**config.mk**
```make
export PLATFORM = sky130hd
export DESIGN_NAME = pwm_generator_with_ramp_unit
export DESIGN_NICKNAME = d
export VERILOG_FILES = /design/src/design/pwmr_pkg.sv /design/src/design/pwmr_csr.sv /design/src/design/pwmr_core.sv /design/src/design/pwm_generator_with_ramp_unit.sv
export SDC_FILE = /design/constraint.sdc
export NUM_CORES = 1
export LEC_CHECK = 0
export CAP_MARGIN = 15
export CORE_AREA = 10 10 124 126
export CTS_CLUSTER_SIZE = 10
export DETAILED_ROUTE_END_ITERATION = 10
export DIE_AREA = 0 0 134 136
export DONT_BUFFER_PORTS = 1
export PLACE_DENSITY = 0.66
export SYNTH_ARGS = -nofsm -noshare
export SYNTH_HDL_FRONTEND = slang
export SYNTH_SLANG_ARGS = --single-unit
```
**constraint.sdc**
```tcl
create_clock -name clock -period 14.5 [get_ports clock]
set_input_delay 1.45 -clock clock [delete_from_list [all_inputs] [get_ports clock]]
set_output_delay 1.45 -clock clock [all_outputs]
set_load 0.005 [all_outputs]
```
**src/design/pwmr_pkg.sv**
```systemverilog
// -----------------------------------------------------------------------------
// pwmr_pkg
// Shared types and constants for the PWM generator with triangle ramp.
// -----------------------------------------------------------------------------
package pwmr_pkg;

   localparam int SAMPLE_BITS = 10;
   localparam int POT_W       = 10;
   localparam int DIV_W       = 16;
   localparam int TICK_W      = 8;
   localparam int CYC_W       = 4;
   localparam int CSR_IDX_W   = 2;
   localparam int CSR_DATA_W  = 8;
   localparam int REQ_DATA_W  = 16;
   localparam int RSP_DATA_W  = 16;

   // divide by ten: (x * 0xCCCD) >> 19, exact for any 16-bit x
   localparam logic [DIV_W-1:0] DIV10_MULT  = 16'hCCCD;
   localparam int               DIV10_SHIFT = 19;
   localparam int               QUOT_W      = 2 * DIV_W - DIV10_SHIFT;

   localparam logic [DIV_W-1:0] SAMPLE_MASK =
      DIV_W'((32'd1 << SAMPLE_BITS) - 32'd1);

   localparam logic [TICK_W-1:0] PERIOD_RESET = 8'd100;
   localparam logic [TICK_W-1:0] LIMIT_RESET  = 8'd100;
   localparam logic [TICK_W-1:0] STEP_RESET   = 8'd2;
   localparam logic [CYC_W-1:0]  CYCLES_RESET = 4'd3;

   typedef enum logic [CSR_IDX_W-1:0] {
      REG_PERIOD_TICKS = 2'd0,
      REG_ON_LIMIT     = 2'd1,
      REG_RAMP_STEP    = 2'd2,
      REG_CYCLE_LIMIT  = 2'd3
   } csr_reg_type;

   typedef struct packed {
      logic [TICK_W-1:0] period_ticks;
      logic [TICK_W-1:0] on_limit;
      logic [TICK_W-1:0] ramp_step;
      logic [CYC_W-1:0]  cycle_limit;
   } cfg_type;

   typedef struct packed {
      logic              ramp_done;
      logic [TICK_W-1:0] on_time;
      logic              pwm_level;
   } result_type;

endpackage

```
**src/design/pwmr_csr.sv**
```systemverilog
// -----------------------------------------------------------------------------
// pwmr_csr
// Configuration register bank, write-only.
// -----------------------------------------------------------------------------
module pwmr_csr (
   input  logic                                clock,
   input  logic                                reset,
   input  logic                                csr_we,
   input  logic [pwmr_pkg::CSR_IDX_W-1:0]      csr_index,
   input  logic [pwmr_pkg::CSR_DATA_W-1:0]     csr_wdata,
   output pwmr_pkg::cfg_type                   cfg
);

   pwmr_pkg::cfg_type cfg_ff;
   pwmr_pkg::cfg_type cfg_in;

   always_comb begin
      cfg_in = cfg_ff;
      if (csr_we) begin
         unique case (pwmr_pkg::csr_reg_type'(csr_index))
            pwmr_pkg::REG_PERIOD_TICKS: cfg_in.period_ticks = csr_wdata;
            pwmr_pkg::REG_ON_LIMIT:     cfg_in.on_limit     = csr_wdata;
            pwmr_pkg::REG_RAMP_STEP:    cfg_in.ramp_step    = csr_wdata;
            pwmr_pkg::REG_CYCLE_LIMIT:
               cfg_in.cycle_limit = csr_wdata[pwmr_pkg::CYC_W-1:0];
            default: cfg_in = cfg_ff;
         endcase
      end
   end

   always_ff @(posedge clock) begin
      if (reset) begin
         cfg_ff.period_ticks <= pwmr_pkg::PERIOD_RESET;
         cfg_ff.on_limit     <= pwmr_pkg::LIMIT_RESET;
         cfg_ff.ramp_step    <= pwmr_pkg::STEP_RESET;
         cfg_ff.cycle_limit  <= pwmr_pkg::CYCLES_RESET;
      end else begin
         cfg_ff <= cfg_in;
      end
   end

   assign cfg = cfg_ff;

endmodule

```
**src/design/pwmr_core.sv**
```systemverilog
// -----------------------------------------------------------------------------
// pwmr_core
// Per-tick PWM state and on-time update, one tick per advance.
// -----------------------------------------------------------------------------
module pwmr_core (
   input  logic                             clock,
   input  logic                             reset,
   input  logic                             advance,
   input  logic                             auto_mode,
   input  logic [pwmr_pkg::POT_W-1:0]       pot_sample,
   input  pwmr_pkg::cfg_type                cfg,
   output pwmr_pkg::result_type             result
);

   localparam int TW = pwmr_pkg::TICK_W;
   localparam int CW = pwmr_pkg::CYC_W;
   localparam int DW = pwmr_pkg::DIV_W;
   localparam int QW = pwmr_pkg::QUOT_W;

   logic [TW-1:0] phase_ff, phase_in;
   logic [TW-1:0] on_ff, on_in;
   logic          down_ff, down_in;
   logic [CW-1:0] cyc_ff, cyc_in;
   logic          armed_ff, armed_in;

   logic [DW-1:0]   sample;
   logic [2*DW-1:0] prod;
   logic [QW-1:0]   quot;
   logic [TW-1:0]   period;
   logic [TW:0]     ramp_sum;
   logic [TW:0]     phase_inc;
   logic            held;

   assign sample = {{(DW-pwmr_pkg::POT_W){1'b0}}, pot_sample} & pwmr_pkg::SAMPLE_MASK;
   assign prod   = sample * pwmr_pkg::DIV10_MULT;
   assign quot   = prod[2*DW-1:pwmr_pkg::DIV10_SHIFT];
   assign period = (cfg.period_ticks == '0) ? TW'(1) : cfg.period_ticks;

   always_comb begin
      on_in    = on_ff;
      down_in  = down_ff;
      cyc_in   = cyc_ff;
      armed_in = armed_ff;
      held     = 1'b0;
      ramp_sum = '0;
      if (phase_ff == '0) begin
         if (!auto_mode) begin
            armed_in = 1'b0;
            if (quot > QW'(cfg.on_limit)) on_in = cfg.on_limit;
            else                          on_in = quot[TW-1:0];
         end else begin
            if (!armed_ff) begin
               armed_in = 1'b1;
               cyc_in   = '0;
               on_in    = '0;
            end
            if (cyc_in == cfg.cycle_limit) begin
               held = 1'b1;
            end else if (down_ff) begin
               if (on_in < cfg.ramp_step) begin
                  on_in   = '0;
                  down_in = 1'b0;
                  cyc_in  = cyc_in + CW'(1);
               end else begin
                  on_in = on_in - cfg.ramp_step;
               end
            end else begin
               ramp_sum = {1'b0, on_in} + {1'b0, cfg.ramp_step};
               if (ramp_sum > {1'b0, cfg.on_limit}) begin
                  on_in   = cfg.on_limit;
                  down_in = 1'b1;
               end else begin
                  on_in = ramp_sum[TW-1:0];
               end
            end
         end
      end

      phase_inc = {1'b0, phase_ff} + (TW+1)'(1);
      if (held)                           phase_in = '0;
      else if (phase_inc >= {1'b0, period}) phase_in = '0;
      else                                phase_in = phase_inc[TW-1:0];

      result.pwm_level = !held && (phase_ff < on_in);
      result.on_time   = on_in;
      result.ramp_done = held;
   end

   always_ff @(posedge clock) begin
      if (reset) begin
         phase_ff <= '0;
         on_ff    <= '0;
         down_ff  <= 1'b0;
         cyc_ff   <= '0;
         armed_ff <= 1'b0;
      end else if (advance) begin
         phase_ff <= phase_in;
         on_ff    <= on_in;
         down_ff  <= down_in;
         cyc_ff   <= cyc_in;
         armed_ff <= armed_in;
      end
   end

   a_reset_clears: assert property (@(posedge clock)
      reset |=> (phase_ff == '0) && (on_ff == '0) && !armed_ff)
      else $error("state not cleared by reset");

   a_held_restarts: assert property (@(posedge clock) disable iff (reset)
      advance && held && armed_ff |=> (phase_ff == '0) && (on_ff == $past(on_ff)))
      else $error("held tick moved phase or on-time");

   a_top_reversal: assert property (@(posedge clock) disable iff (reset)
      advance && !down_ff && down_in |=> on_ff == $past(cfg.on_limit))
      else $error("top reversal did not land on limit");

   a_bottom_reversal: assert property (@(posedge clock) disable iff (reset)
      advance && down_ff && !down_in |=> (on_ff == '0) && armed_ff)
      else $error("bottom reversal did not land on zero");

endmodule

```
**src/design/pwm_generator_with_ramp_unit.sv**
```systemverilog
// -----------------------------------------------------------------------------
// pwm_generator_with_ramp_unit
// PWM generator whose on-time follows a pot sample or a triangle ramp.
// -----------------------------------------------------------------------------
// Usage:
//   req_* carries one beat per millisecond tick: mode switch and pot sample.
//   rsp_* returns one beat per tick: output level, current on-time and a
//   flag set while the finished auto ramp holds the output off.
//   csr_* writes the period, on-time limit, ramp step and cycle count;
//   write only while no tick is in flight.
// Path: a tick enters the input register, is computed combinationally in the
//   core, and its result beat is registered in the output register.
// Throughput: one tick per cycle while rsp_tready stays high; the period, ramp
//   and cycle state are updated by combinational logic after the input register.
// Reset: registers return to their defaults, phase and on-time go to zero,
//   ramp direction up, auto mode disarmed; no beat is held.
// Stall: with rsp_tready low the result register holds its beat, one more
//   tick waits in the input register, then req_tready drops.
// -----------------------------------------------------------------------------
module pwm_generator_with_ramp_unit (
   input  logic                                 clock,
   input  logic                                 reset,
   input  logic                                 req_tvalid,
   output logic                                 req_tready,
   // [0] auto_mode, [10:1] pot_sample, [15:11] zero
   input  logic [pwmr_pkg::REQ_DATA_W-1:0]      req_tdata,
   output logic                                 rsp_tvalid,
   input  logic                                 rsp_tready,
   // [0] pwm_level, [8:1] on_time, [9] ramp_done, [15:10] zero
   output logic [pwmr_pkg::RSP_DATA_W-1:0]      rsp_tdata,
   input  logic                                 csr_we,
   input  logic [pwmr_pkg::CSR_IDX_W-1:0]       csr_index,
   input  logic [pwmr_pkg::CSR_DATA_W-1:0]      csr_wdata
);

   localparam int RW = $bits(pwmr_pkg::result_type);

   pwmr_pkg::cfg_type    cfg;
   pwmr_pkg::result_type result;

   logic                          in_valid_ff, in_valid_in;
   logic                          in_auto_ff;
   logic [pwmr_pkg::POT_W-1:0]    in_pot_ff;
   logic                          out_valid_ff, out_valid_in;
   pwmr_pkg::result_type          out_data_ff;
   logic                          advance;

   assign advance     = in_valid_ff && (!out_valid_ff || rsp_tready);
   assign req_tready  = !in_valid_ff || advance;
   assign in_valid_in = req_tready ? req_tvalid : in_valid_ff;
   assign out_valid_in = advance ? 1'b1 : (rsp_tready ? 1'b0 : out_valid_ff);

   pwmr_csr u_csr (
      .clock     (clock),
      .reset     (reset),
      .csr_we    (csr_we),
      .csr_index (csr_index),
      .csr_wdata (csr_wdata),
      .cfg       (cfg)
   );

   pwmr_core u_core (
      .clock      (clock),
      .reset      (reset),
      .advance    (advance),
      .auto_mode  (in_auto_ff),
      .pot_sample (in_pot_ff),
      .cfg        (cfg),
      .result     (result)
   );

   always_ff @(posedge clock) begin
      if (reset) begin
         in_valid_ff  <= 1'b0;
         out_valid_ff <= 1'b0;
      end else begin
         in_valid_ff  <= in_valid_in;
         out_valid_ff <= out_valid_in;
      end
   end

   always_ff @(posedge clock) begin
      if (req_tvalid && req_tready) begin
         in_auto_ff <= req_tdata[0];
         in_pot_ff  <= req_tdata[pwmr_pkg::POT_W:1];
      end
      if (advance) begin
         out_data_ff <= result;
      end
   end

   assign rsp_tvalid = out_valid_ff;
   assign rsp_tdata  = {{(pwmr_pkg::RSP_DATA_W-RW){1'b0}}, out_data_ff};

endmodule

```
==> run_results.csv, run 1 <==
group,metric,value,unit
clock_tree,cts_buffer_depth,2,
floorplan,core_area,0.0130,mm2
synth,yosysWarnings,0,
clock_tree,clkLatencyLatePin,0.33,ns
pwr,leakage,3.52,nW
synth,seq_area_frac_synth,24.0,%
sta,max-slew-margin-rel,56.9,%
cells_and_area,finalInstanceArea,0.00742,mm2
route,detail-route-antenna-nets,0,
route,firstDrtPassIters,6,
clock_tree,cts_resized,0,
synth,syn_inst,792,
worst_setup_path,worstSetupStartpointType,"flip-flop",
cells_and_area,fin_nets,961,
sta,finalSetupViolCount,0,
worst_setup_path,worstSetupPathType,"flip-flop to flip-flop",
place,post-dp-hpwl,14.0,mm
place,placed_area,0.00708,mm2
worst_setup_path,cp.arrival,8.82,ns
clock_tree,numCtsBuffers,9,
grt,antenna_found_initial,0,
grt,grt_pass1_wl,27.5,mm
cells_and_area,synthToLayoutAreaGrowth,6.37,%
cells_and_area,area.sequential,0.00167,mm2
floorplan,die_height,136,um
sta,fin_tns_setup,0,ns
synth,synth_common_cells,"ha_1, inv_1, nand2_1, nor2_1, dfxtp_1",
worst_setup_path,critPathRequiredTime,14.70,ns
cells_and_area,n_antenna_cell,0,
clock_tree,path_clk_slew,0.06,ns
synth,synth.most_common_cell,"ha_1",
cells_and_area,fillers,1186,
job,maxCapViolCount,0,
clock_tree,cts_max_level,3,
sta,rsz0062_at_grt,"false",
clock_tree,tritoncts,"done",
pwr,power,0.938,mW
route,post_drt_wl_per_cell,17.9,um
sta,period_minus_slack,8.62,ns
worst_setup_path,critPathMaxStageDelay,0.54,ns
floorplan,dieArea,0.0182,mm2
worst_setup_path,crit_buf_inv,4,
floorplan,io-pin-count,49,
cells_and_area,drive_gt1_share,3.81,%
clock_tree,cts_hold_buf,0,
clock_tree,postCtsSetupRepairBufs,0,
route,routed_wl,17.2,mm
place,place_congestion,0.909,
pwr,cellPowerDensity,126,mW/mm2
sta,slew_viol_final,0,
sta,max_freq,116,MHz
synth,synth_top_area_cell,"ha_1",
worst_setup_path,crit_family,"adder cells",
grt,overflow,0,
synth,ys.flop_type,"dfxtp_1",
clock_tree,clockRootBuffer,"clkbuf_16",
synth,synth-edff-count,21,
synth,async_flop_share,0,%
sta,hold_slack,0.471,ns
route,drc,0,
place,portBuffers,0,
floorplan,fp.dieW,134,um
sta,fin_worst_skew,0.00652,ns
sta,final_min_period_over_clock_period,59.5,%
floorplan,rows,42,
synth,yosys_register_bits,73,
cells_and_area,multi_input_area,0.00479,mm2
route,drt_iter0_drc,459,
synth,synthDistinctLibCells,69,
worst_setup_path,worstPathMaxFanout,7,
cells_and_area,fin_util,57.2,%
run_status,outcome,"finished clean",
worst_setup_path,slowest_stage,"fa_1",
synth,synth_top_area_share,20.8,%
grt,grt_usage,18.5,%
hold_path,hp-class,"flip-flop to flip-flop",
worst_setup_path,cp-end-kind,"flip-flop",
synth,syn_area,0.00698,mm2
clock_tree,clock-sinks,73,
grt,grt_max_degree,37,
route,dr_total_vias,5612,
route,vias_per_cell,5.83,
floorplan,start_util,53.7,%
grt,grt_pass1_vias,5388,
pwr,ir_worst_vdd,0.0805,mV
synth,synth_area_per_cell,8.81,um2
sta,hold_viol,0,
synth,netlist_top_cells_area,"ha_1, dfxtp_1, fa_1, edfxtp_1, inv_1",
sta,tightest_slew,0.646,ns
layout by cell type (no fill, tap or decap), types with 9 or more instances in the layout:
| master | count |
|---|---|
| fa_1 | 32 |
| dfxtp_1 | 52 |
| ha_1 | 116 |
| and2_1 | 13 |
| mux2i_1 | 19 |
| o21ai_0 | 24 |
| edfxtp_1 | 21 |
| nand3_1 | 12 |
| o21a_1 | 12 |
| inv_1 | 106 |
| clkbuf_16 | 11 |
| a21oi_1 | 42 |
| o211ai_1 | 10 |
| a32o_1 | 9 |
| nand2_1 | 70 |
| xnor2_1 | 16 |
| nor2_1 | 60 |
| nor3_1 | 14 |
| a21o_1 | 18 |
metrics by stage:
stage,std cells,worst slack [ns]
2_1_floorplan,797,6.88
3_5_place_dp,947,6.00
3_3_place_gp,947,6.13
5_1_grt,963,5.38
6_report,963,5.88
4_1_cts,963,5.95
logic make-up after synthesis:
kind of cell             Yosys count  share of synthesized area [%]
other                              1                         0.0538
AO/OA/AOI/OAI                    176                           17.7
buffers and inverters            133                           7.69
multiplexers                      19                           2.73
XOR/XNOR                          24                           3.01
adder cells (fa/ha/maj)          148                           30.0
flip-flops                        73                           24.0
AND/OR/NAND/NOR                  218                           14.9
worst paths after layout:
kind	cells past startpoint	start	slack [ns]	endpoint
worst max register to register	33	in_pot_ff[4]	5.88	rsp_tdata[0]
worst min register to register	2	u_csr.cfg[6]	0.47	u_csr.cfg[6]
worst min-delay path	2	u_csr.cfg[6]	0.47	u_csr.cfg[6]
worst max-delay path	33	in_pot_ff[4]	5.88	rsp_tdata[0]
layer usage:
metal	vias to the layer above	global-route usage, %	share of wire, %
met2	137	32.5	50
met1	2724	23.8	44
li1	2738	-	-
met3	13	2.29	4.7
met5	-	0	0
met4	0	3.93	0.73
final cells by class:
type                       count  area share [%]
clock inverter                 3           0.590
clock buffer                  13            3.95
tap                          176            2.97
multi-input combinational    591            64.5
timing repair buffer           1           0.101
inverter                     106            5.36
sequential                    73            22.5
worst reg2reg max path, delay by kind of cell (launching register included):
kind / cells / cell delay [ns]
AO/OA/AOI/OAI: 10 / 2.73
XOR/XNOR: 1 / 0.12
adder cells (fa/ha/maj): 8 / 3.33
buffers and inverters: 4 / 0.21
flip-flops: 1 / 0.50
AND/OR/NAND/NOR: 10 / 1.59
state kept, by name, indices dropped and copies added, names as in the netlist:
| register | count |
|---|---|
| rsp_tdata | 10 |
| in_pot_ff | 10 |
| u_core.phase_ff | 8 |
| u_core.armed_ff | 1 |
| u_core.down_ff | 1 |
| u_core.on_ff | 8 |
| in_valid_ff | 1 |
| u_core.cyc_ff | 4 |
| u_csr.cfg | 28 |
| rsp_tvalid | 1 |
| in_auto_ff | 1 |
power by group:
group / switching (mW) / internal [mW]
clock: 0.0836 / 0.159
sequential: 0.0119 / 0.224
combinational: 0.264 / 0.195
(Power assumes the default switching activity.)
==> run 2, diff against run 1 <==
==> constraint.sdc (replaced) <==
create_clock -name clock -period 8.06 [get_ports clock]
set_input_delay 0.806 -clock clock [delete_from_list [all_inputs] [get_ports clock]]
set_output_delay 0.806 -clock clock [all_outputs]
set_load 0.005 [all_outputs]
==> run 2 against run 1 <==
- combinational power is 110% higher
- setup slack got worse by 5.8 ns
- core utilization increased by 2.2 points
- critical path depth is 1 lower
==> run_results.csv, run 2 (same netlist as run 1, synthesis figures left out) <==
group,metric,value,unit
clock_tree,clockRootBuffer,"clkbuf_16",
clock_tree,cts_max_level,3,
route,routed_wl,18.0,mm
floorplan,io-pin-count,49,
worst_setup_path,critPathMaxStageDelay,0.52,ns
worst_setup_path,slowest_stage,"fa_1",
cells_and_area,fin_cells,982,
sta,max-slew-margin-rel,56.6,%
sta,tightest_slew,0.651,ns
sta,period_minus_slack,7.98,ns
clock_tree,clock-sinks,73,
floorplan,die_height,136,um
cells_and_area,finalInstanceArea,0.00771,mm2
worst_setup_path,worstSetupPathType,"flip-flop to flip-flop",
pwr,clockPowerShare,23.5,%
clock_tree,cts_buffer_depth,2,
place,dp.cells,955,
floorplan,dieArea,0.0182,mm2
clock_tree,cts_hold_buf,0,
route,firstDrtPassIters,5,
pwr,p_switching,0.710,mW
hold_path,hp-class,"flip-flop to flip-flop",
floorplan,start_util,53.7,%
grt,antenna_found_initial,0,
place,place_congestion,0.952,
route,drt_iter0_drc,402,
pwr,pwr-share-seq,23.5,%
route,detail-route-antenna-nets,0,
clock_tree,numCtsBuffers,9,
cells_and_area,largest_register_ffs,28,
worst_setup_path,critPathRequiredTime,8.27,ns
sta,slew_viol_final,0,
grt,grt_usage,19.3,%
grt,grt_max_degree,37,
worst_setup_path,worstPathMaxFanout,4,
sta,finalSetupViolCount,0,
sta,max_freq,125,MHz
sta,final_min_period_over_clock_period,99.0,%
cells_and_area,layout_common_cells,"ha_1, inv_1, nand2_1",
grt,grt_pass1_vias,5583,
run_status,outcome,"finished clean",
route,drc,0,
cells_and_area,final_common_cell,"ha_1",
cells_and_area,drive_gt1_share,9.18,%
cells_and_area,n_antenna_cell,0,
sta,fin_worst_skew,0.00386,ns
place,post-dp-hpwl,14.3,mm
clock_tree,clkLatencyLatePin,0.34,ns
pwr,cellPowerDensity,235,mW/mm2
clock_tree,tritoncts,"done",
sta,rsz0062_at_grt,"true",
pwr,power_frac_comb,53.1,%
route,vias_per_cell,5.81,
worst_setup_path,cp.arrival,8.19,ns
floorplan,fp.dieW,134,um
worst_setup_path,worstSetupStartpointType,"flip-flop",
worst_setup_path,regToRegSetupSlack,0.08,ns
job,maxCapViolCount,0,
place,portBuffers,0,
worst_setup_path,cp-end-kind,"flip-flop",
pwr,power.internal,1.10,mW
sta,hold_viol,0,
grt,overflow,0,
floorplan,core_area,0.0130,mm2
cells_and_area,fin_nets,980,
clock_tree,path_clk_slew,0.06,ns
pwr,leakage,3.60,nW
floorplan,rows,42,
grt,grt_pass1_wl,28.4,mm
place,placed_area,0.00714,mm2
pwr,p_sw_share,39.2,%
cells_and_area,synthToLayoutAreaGrowth,10.5,%
pwr,ir_worst_vdd,0.157,mV
route,dr_total_vias,5701,
cells_and_area,fin_util,59.4,%
route,post_drt_wl_per_cell,18.3,um
## run 2: cell count changes in the layout (fill, tap and decap cells not counted), sizes merged
cell	change
buf	+19
clkbuf	-4
bufinv	+1
clkinv	+1
clkinvlp	+1
inv	+1
## run 2: worst paths after layout
check	from	end	cells after the start
hold / removal	u_core.on_ff[4]	u_core.on_ff[4]	2
hold reg to reg	u_core.on_ff[4]	u_core.on_ff[4]	2
setup / recovery	in_pot_ff[7]	rsp_tdata[0]	32
setup reg to reg	in_pot_ff[7]	rsp_tdata[0]	32
## run 2: timing repair
item / CTS / global route
cloned: 0 / 0
buffers inserted: 3 / 8
gates resized for setup: 4 / 23
pin swaps: 0 / 25
endpoints found under the setup margin: 1 / 1
## run 2: per-stage QoR
stage	hold slack, ns	setup WS (ns)	total power [mW]	setup TNS [ns]
2_1_floorplan	0.445	0.443	1.06	0
3_3_place_gp	0.457	0.0999	1.24	0
3_5_place_dp	0.468	-0.0675	1.27	-0.0675
4_1_cts	0.475	0.0286	1.71	0
5_1_grt	0.498	-0.279	1.95	-0.279
6_report	0.473	0.0781	1.81	0
## run 2: worst max-delay path: cells and delay by family (launching register included)
kind	cells	cell delay [ns]
adders and majority gates	8	3.05
AOI/OAI and AO/OA	15	2.82
and+or+nand+nor	5	1.06
DFF	1	0.47
buffers and inverters	3	0.32
xor gates and xnor gates	1	0.12
## run 2: cell type report
class | instances | area (um2)
clock buffers | 9 | 225
multi-input cells | 591 | 4950
clock inverters | 7 | 93.8
inverters | 106 | 398
flip-flops and latches | 73 | 1670
well taps | 176 | 220
repair buffers | 20 | 150
fillers | 1160 | 5270
## run 2: power by group through the flow
stage / Combinational (mW) / Clock [mW] / Sequential, mW
floorplan: 0.633 / 0 / 0.423
global placement: 0.806 / 0 / 0.432
detailed placement: 0.836 / 0 / 0.433
CTS: 0.855 / 0.430 / 0.425
global route: 1.08 / 0.443 / 0.428
finish: 0.962 / 0.426 / 0.425
## run 2: per-layer routing
layer	track usage [%]	up-vias	wire [um]
li1	-	2778	-
met1	24.1	2735	7800
met2	33.9	162	8990
met3	2.80	26	891
met4	5.50	0	333
met5	0	-	0
==> run 3, diff against run 2 <==
--- a/config.mk
+++ b/config.mk
@@ -11,6 +11,7 @@
 export DETAILED_ROUTE_END_ITERATION = 10
 export DIE_AREA = 0 0 134 136
 export DONT_BUFFER_PORTS = 1
+export GPL_TIMING_DRIVEN = 0
 export PLACE_DENSITY = 0.66
 export SYNTH_ARGS = -nofsm -noshare
 export SYNTH_HDL_FRONTEND = slang
==> run 3 against run 2 <==
- fmax up 0.35%
- core utilization up 0.84 points
- first-iteration DRC count down 2.2%
- critical path type unchanged
==> run_results.csv, run 3 (same netlist as run 1, synthesis figures left out) <==
group,metric,value,unit
sta,final_min_period_over_clock_period,98.7,%
floorplan,die_height,136,um
grt,grt_usage,19.9,%
hold_path,hp-class,"flip-flop to flip-flop",
worst_setup_path,worstPathMaxFanout,5,
sta,postLayoutSetupSlackWorst,0.106,ns
pwr,ir_worst_vdd,0.137,mV
sta,hold_slack,0.472,ns
place,post-dp-hpwl,14.6,mm
route,detail-route-antenna-nets,0,
cells_and_area,largest_register_ffs,28,
cells_and_area,n_antenna_cell,0,
run_status,outcome,"finished clean",
grt,antenna_found_initial,0,
worst_setup_path,timing.rr.end,"rsp_tdata[0]",
place,place_congestion,0.882,
hold_path,holdPathStages,2,
sta,max-slew-margin-rel,43.0,%
worst_setup_path,crit_family,"adder cells",
clock_tree,clockRootBuffer,"clkbuf_16",
grt,grt_max_degree,15,
route,routed_wl,18.3,mm
sta,max_freq,126,MHz
floorplan,fp.dieW,134,um
place,placed_area,0.00722,mm2
clock_tree,cts_buffer_depth,2,
worst_setup_path,crit_buf_inv,4,
sta,slew_viol_final,0,
pwr,power_frac_comb,52.6,%
worst_setup_path,r2r-start,"in_pot_ff[5]",
cells_and_area,fin_nets,1000,
worst_setup_path,cp.arrival,8.17,ns
floorplan,io-pin-count,49,
clock_tree,clock-sinks,73,
place,portBuffers,0,
route,dr_total_vias,5794,
worst_setup_path,cp_common_cell,"a21o_1",
grt,grt_pass1_wl,29.1,mm
route,firstDrtPassIters,5,
place,dp.cells,973,
cells_and_area,final_common_cell,"ha_1",
grt,overflow,0,
clock_tree,cts_max_level,3,
sta,hold_viol,0,
place,dp_slack,-0.428,ns
clock_tree,tritoncts,"done",
clock_tree,clkLatencyLatePin,0.35,ns
cells_and_area,layout_common_cells,"ha_1, inv_1, nand2_1",
worst_setup_path,regToRegSetupSlack,0.11,ns
worst_setup_path,worstSetupStartpointType,"flip-flop",
route,vias_per_cell,5.78,
worst_setup_path,cp-end-kind,"flip-flop",
cells_and_area,fin_cells,1002,
cells_and_area,synthToLayoutAreaGrowth,12.1,%
pwr,pwr-share-seq,23.5,%
sta,finalSetupViolCount,0,
clock_tree,numCtsBuffers,9,
route,post_drt_wl_per_cell,18.3,um
worst_setup_path,critPathMaxStageDelay,0.62,ns
cells_and_area,drive_gt1_share,9.56,%
hold_path,min_to,"u_core.on_ff[4]",
pwr,power,1.81,mW
pwr,cellPowerDensity,231,mW/mm2
floorplan,start_util,53.7,%
floorplan,dieArea,0.0182,mm2
sta,rsz0062_at_grt,"true",
clock_tree,path_clk_slew,0.06,ns
worst_setup_path,worstSetupPathType,"flip-flop to flip-flop",
floorplan,rows,42,
pwr,p_switching,0.717,mW
job,maxCapViolCount,0,
cells_and_area,fin_util,60.2,%
worst_setup_path,slowest_stage,"fa_2",
route,drt_iter0_drc,393,
worst_setup_path,reg2reg_depth,30,
pwr,p_sw_share,39.7,%
floorplan,core_area,0.0130,mm2
pwr,clockPowerShare,24.0,%
sta,tightest_slew,0.853,ns
pwr,leakage,3.65,nW
sta,fin_tns_setup,0,ns
hold_path,min_from,"u_core.on_ff[4]",
worst_setup_path,critPathRequiredTime,8.27,ns
pwr,power.internal,1.09,mW
sta,fin_worst_skew,0.00808,ns
grt,grt_pass1_vias,5785,
cells_and_area,finalInstanceArea,0.00782,mm2
sta,period_minus_slack,7.95,ns
route,drc,0,
run 3: changes by cell type in the layout (fill, tap and decap cells not counted), sizes merged:
cell	previous run	this run
inv	107	106
clkinvlp	1	2
buf	20	26
clkbuf	9	23
run 3: worst max-delay path by stage:
stage	start	endpoint	slack, ns	cells past startpoint
2_1_floorplan	in_pot_ff[4]	rsp_tdata[0]	0.44	33
3_3_place_gp	in_pot_ff[4]	rsp_tdata[0]	-0.40	33
3_5_place_dp	in_pot_ff[4]	rsp_tdata[0]	-0.43	33
4_1_cts	in_pot_ff[8]	rsp_tdata[0]	0.01	33
5_1_grt	in_pot_ff[5]	rsp_tdata[0]	-0.24	33
6_report	in_pot_ff[5]	rsp_tdata[0]	0.11	30
run 3: timing repair:
item,CTS,global route
setup endpoints to repair,1,1
setup buffers,3,11
gates resized for setup,11,18
cloned,0,0
pin swaps,2,22
hold buffers,0,0
run 3: layer usage:
metal / vias to the layer above / track usage (%) / wire (um)
li1: 2817 / - / -
met1: 2823 / 24.7 / 8080
met2: 129 / 34.4 / 9080
met3: 25 / 3.43 / 826
met4: 0 / 5.99 / 345
met5: - / 0 / 0
run 3: area by class of cell:
cell class | instances | area [um2]
multi-input combinational | 591 | 4970
tap | 176 | 220
inverter | 106 | 398
clock inverter | 7 | 95.1
timing repair buffer | 14 | 105
buffer | 26 | 135
fill | 1156 | 5160
clock buffer | 9 | 225
sequential | 73 | 1670
run 3: power by group through the flow:
stage          logic, mW  clock network [mW]  registers (mW)
6_report           0.950               0.433           0.424
5_1_grt             1.07               0.454           0.426
4_1_cts            0.857               0.436           0.423
3_5_place_dp       0.819                   0           0.432
3_3_place_gp       0.794                   0           0.431
2_1_floorplan      0.633                   0           0.423
run 3: worst reg2reg max path, delay by kind of cell, from the launching register on:
family	cells	cell delay (ns)
buffers and inverters	4	0.34
adder cells (fa/ha/maj)	8	3.11
AO/OA/AOI/OAI	12	2.67
AND/OR/NAND/NOR	6	1.27
flip-flops	1	0.47
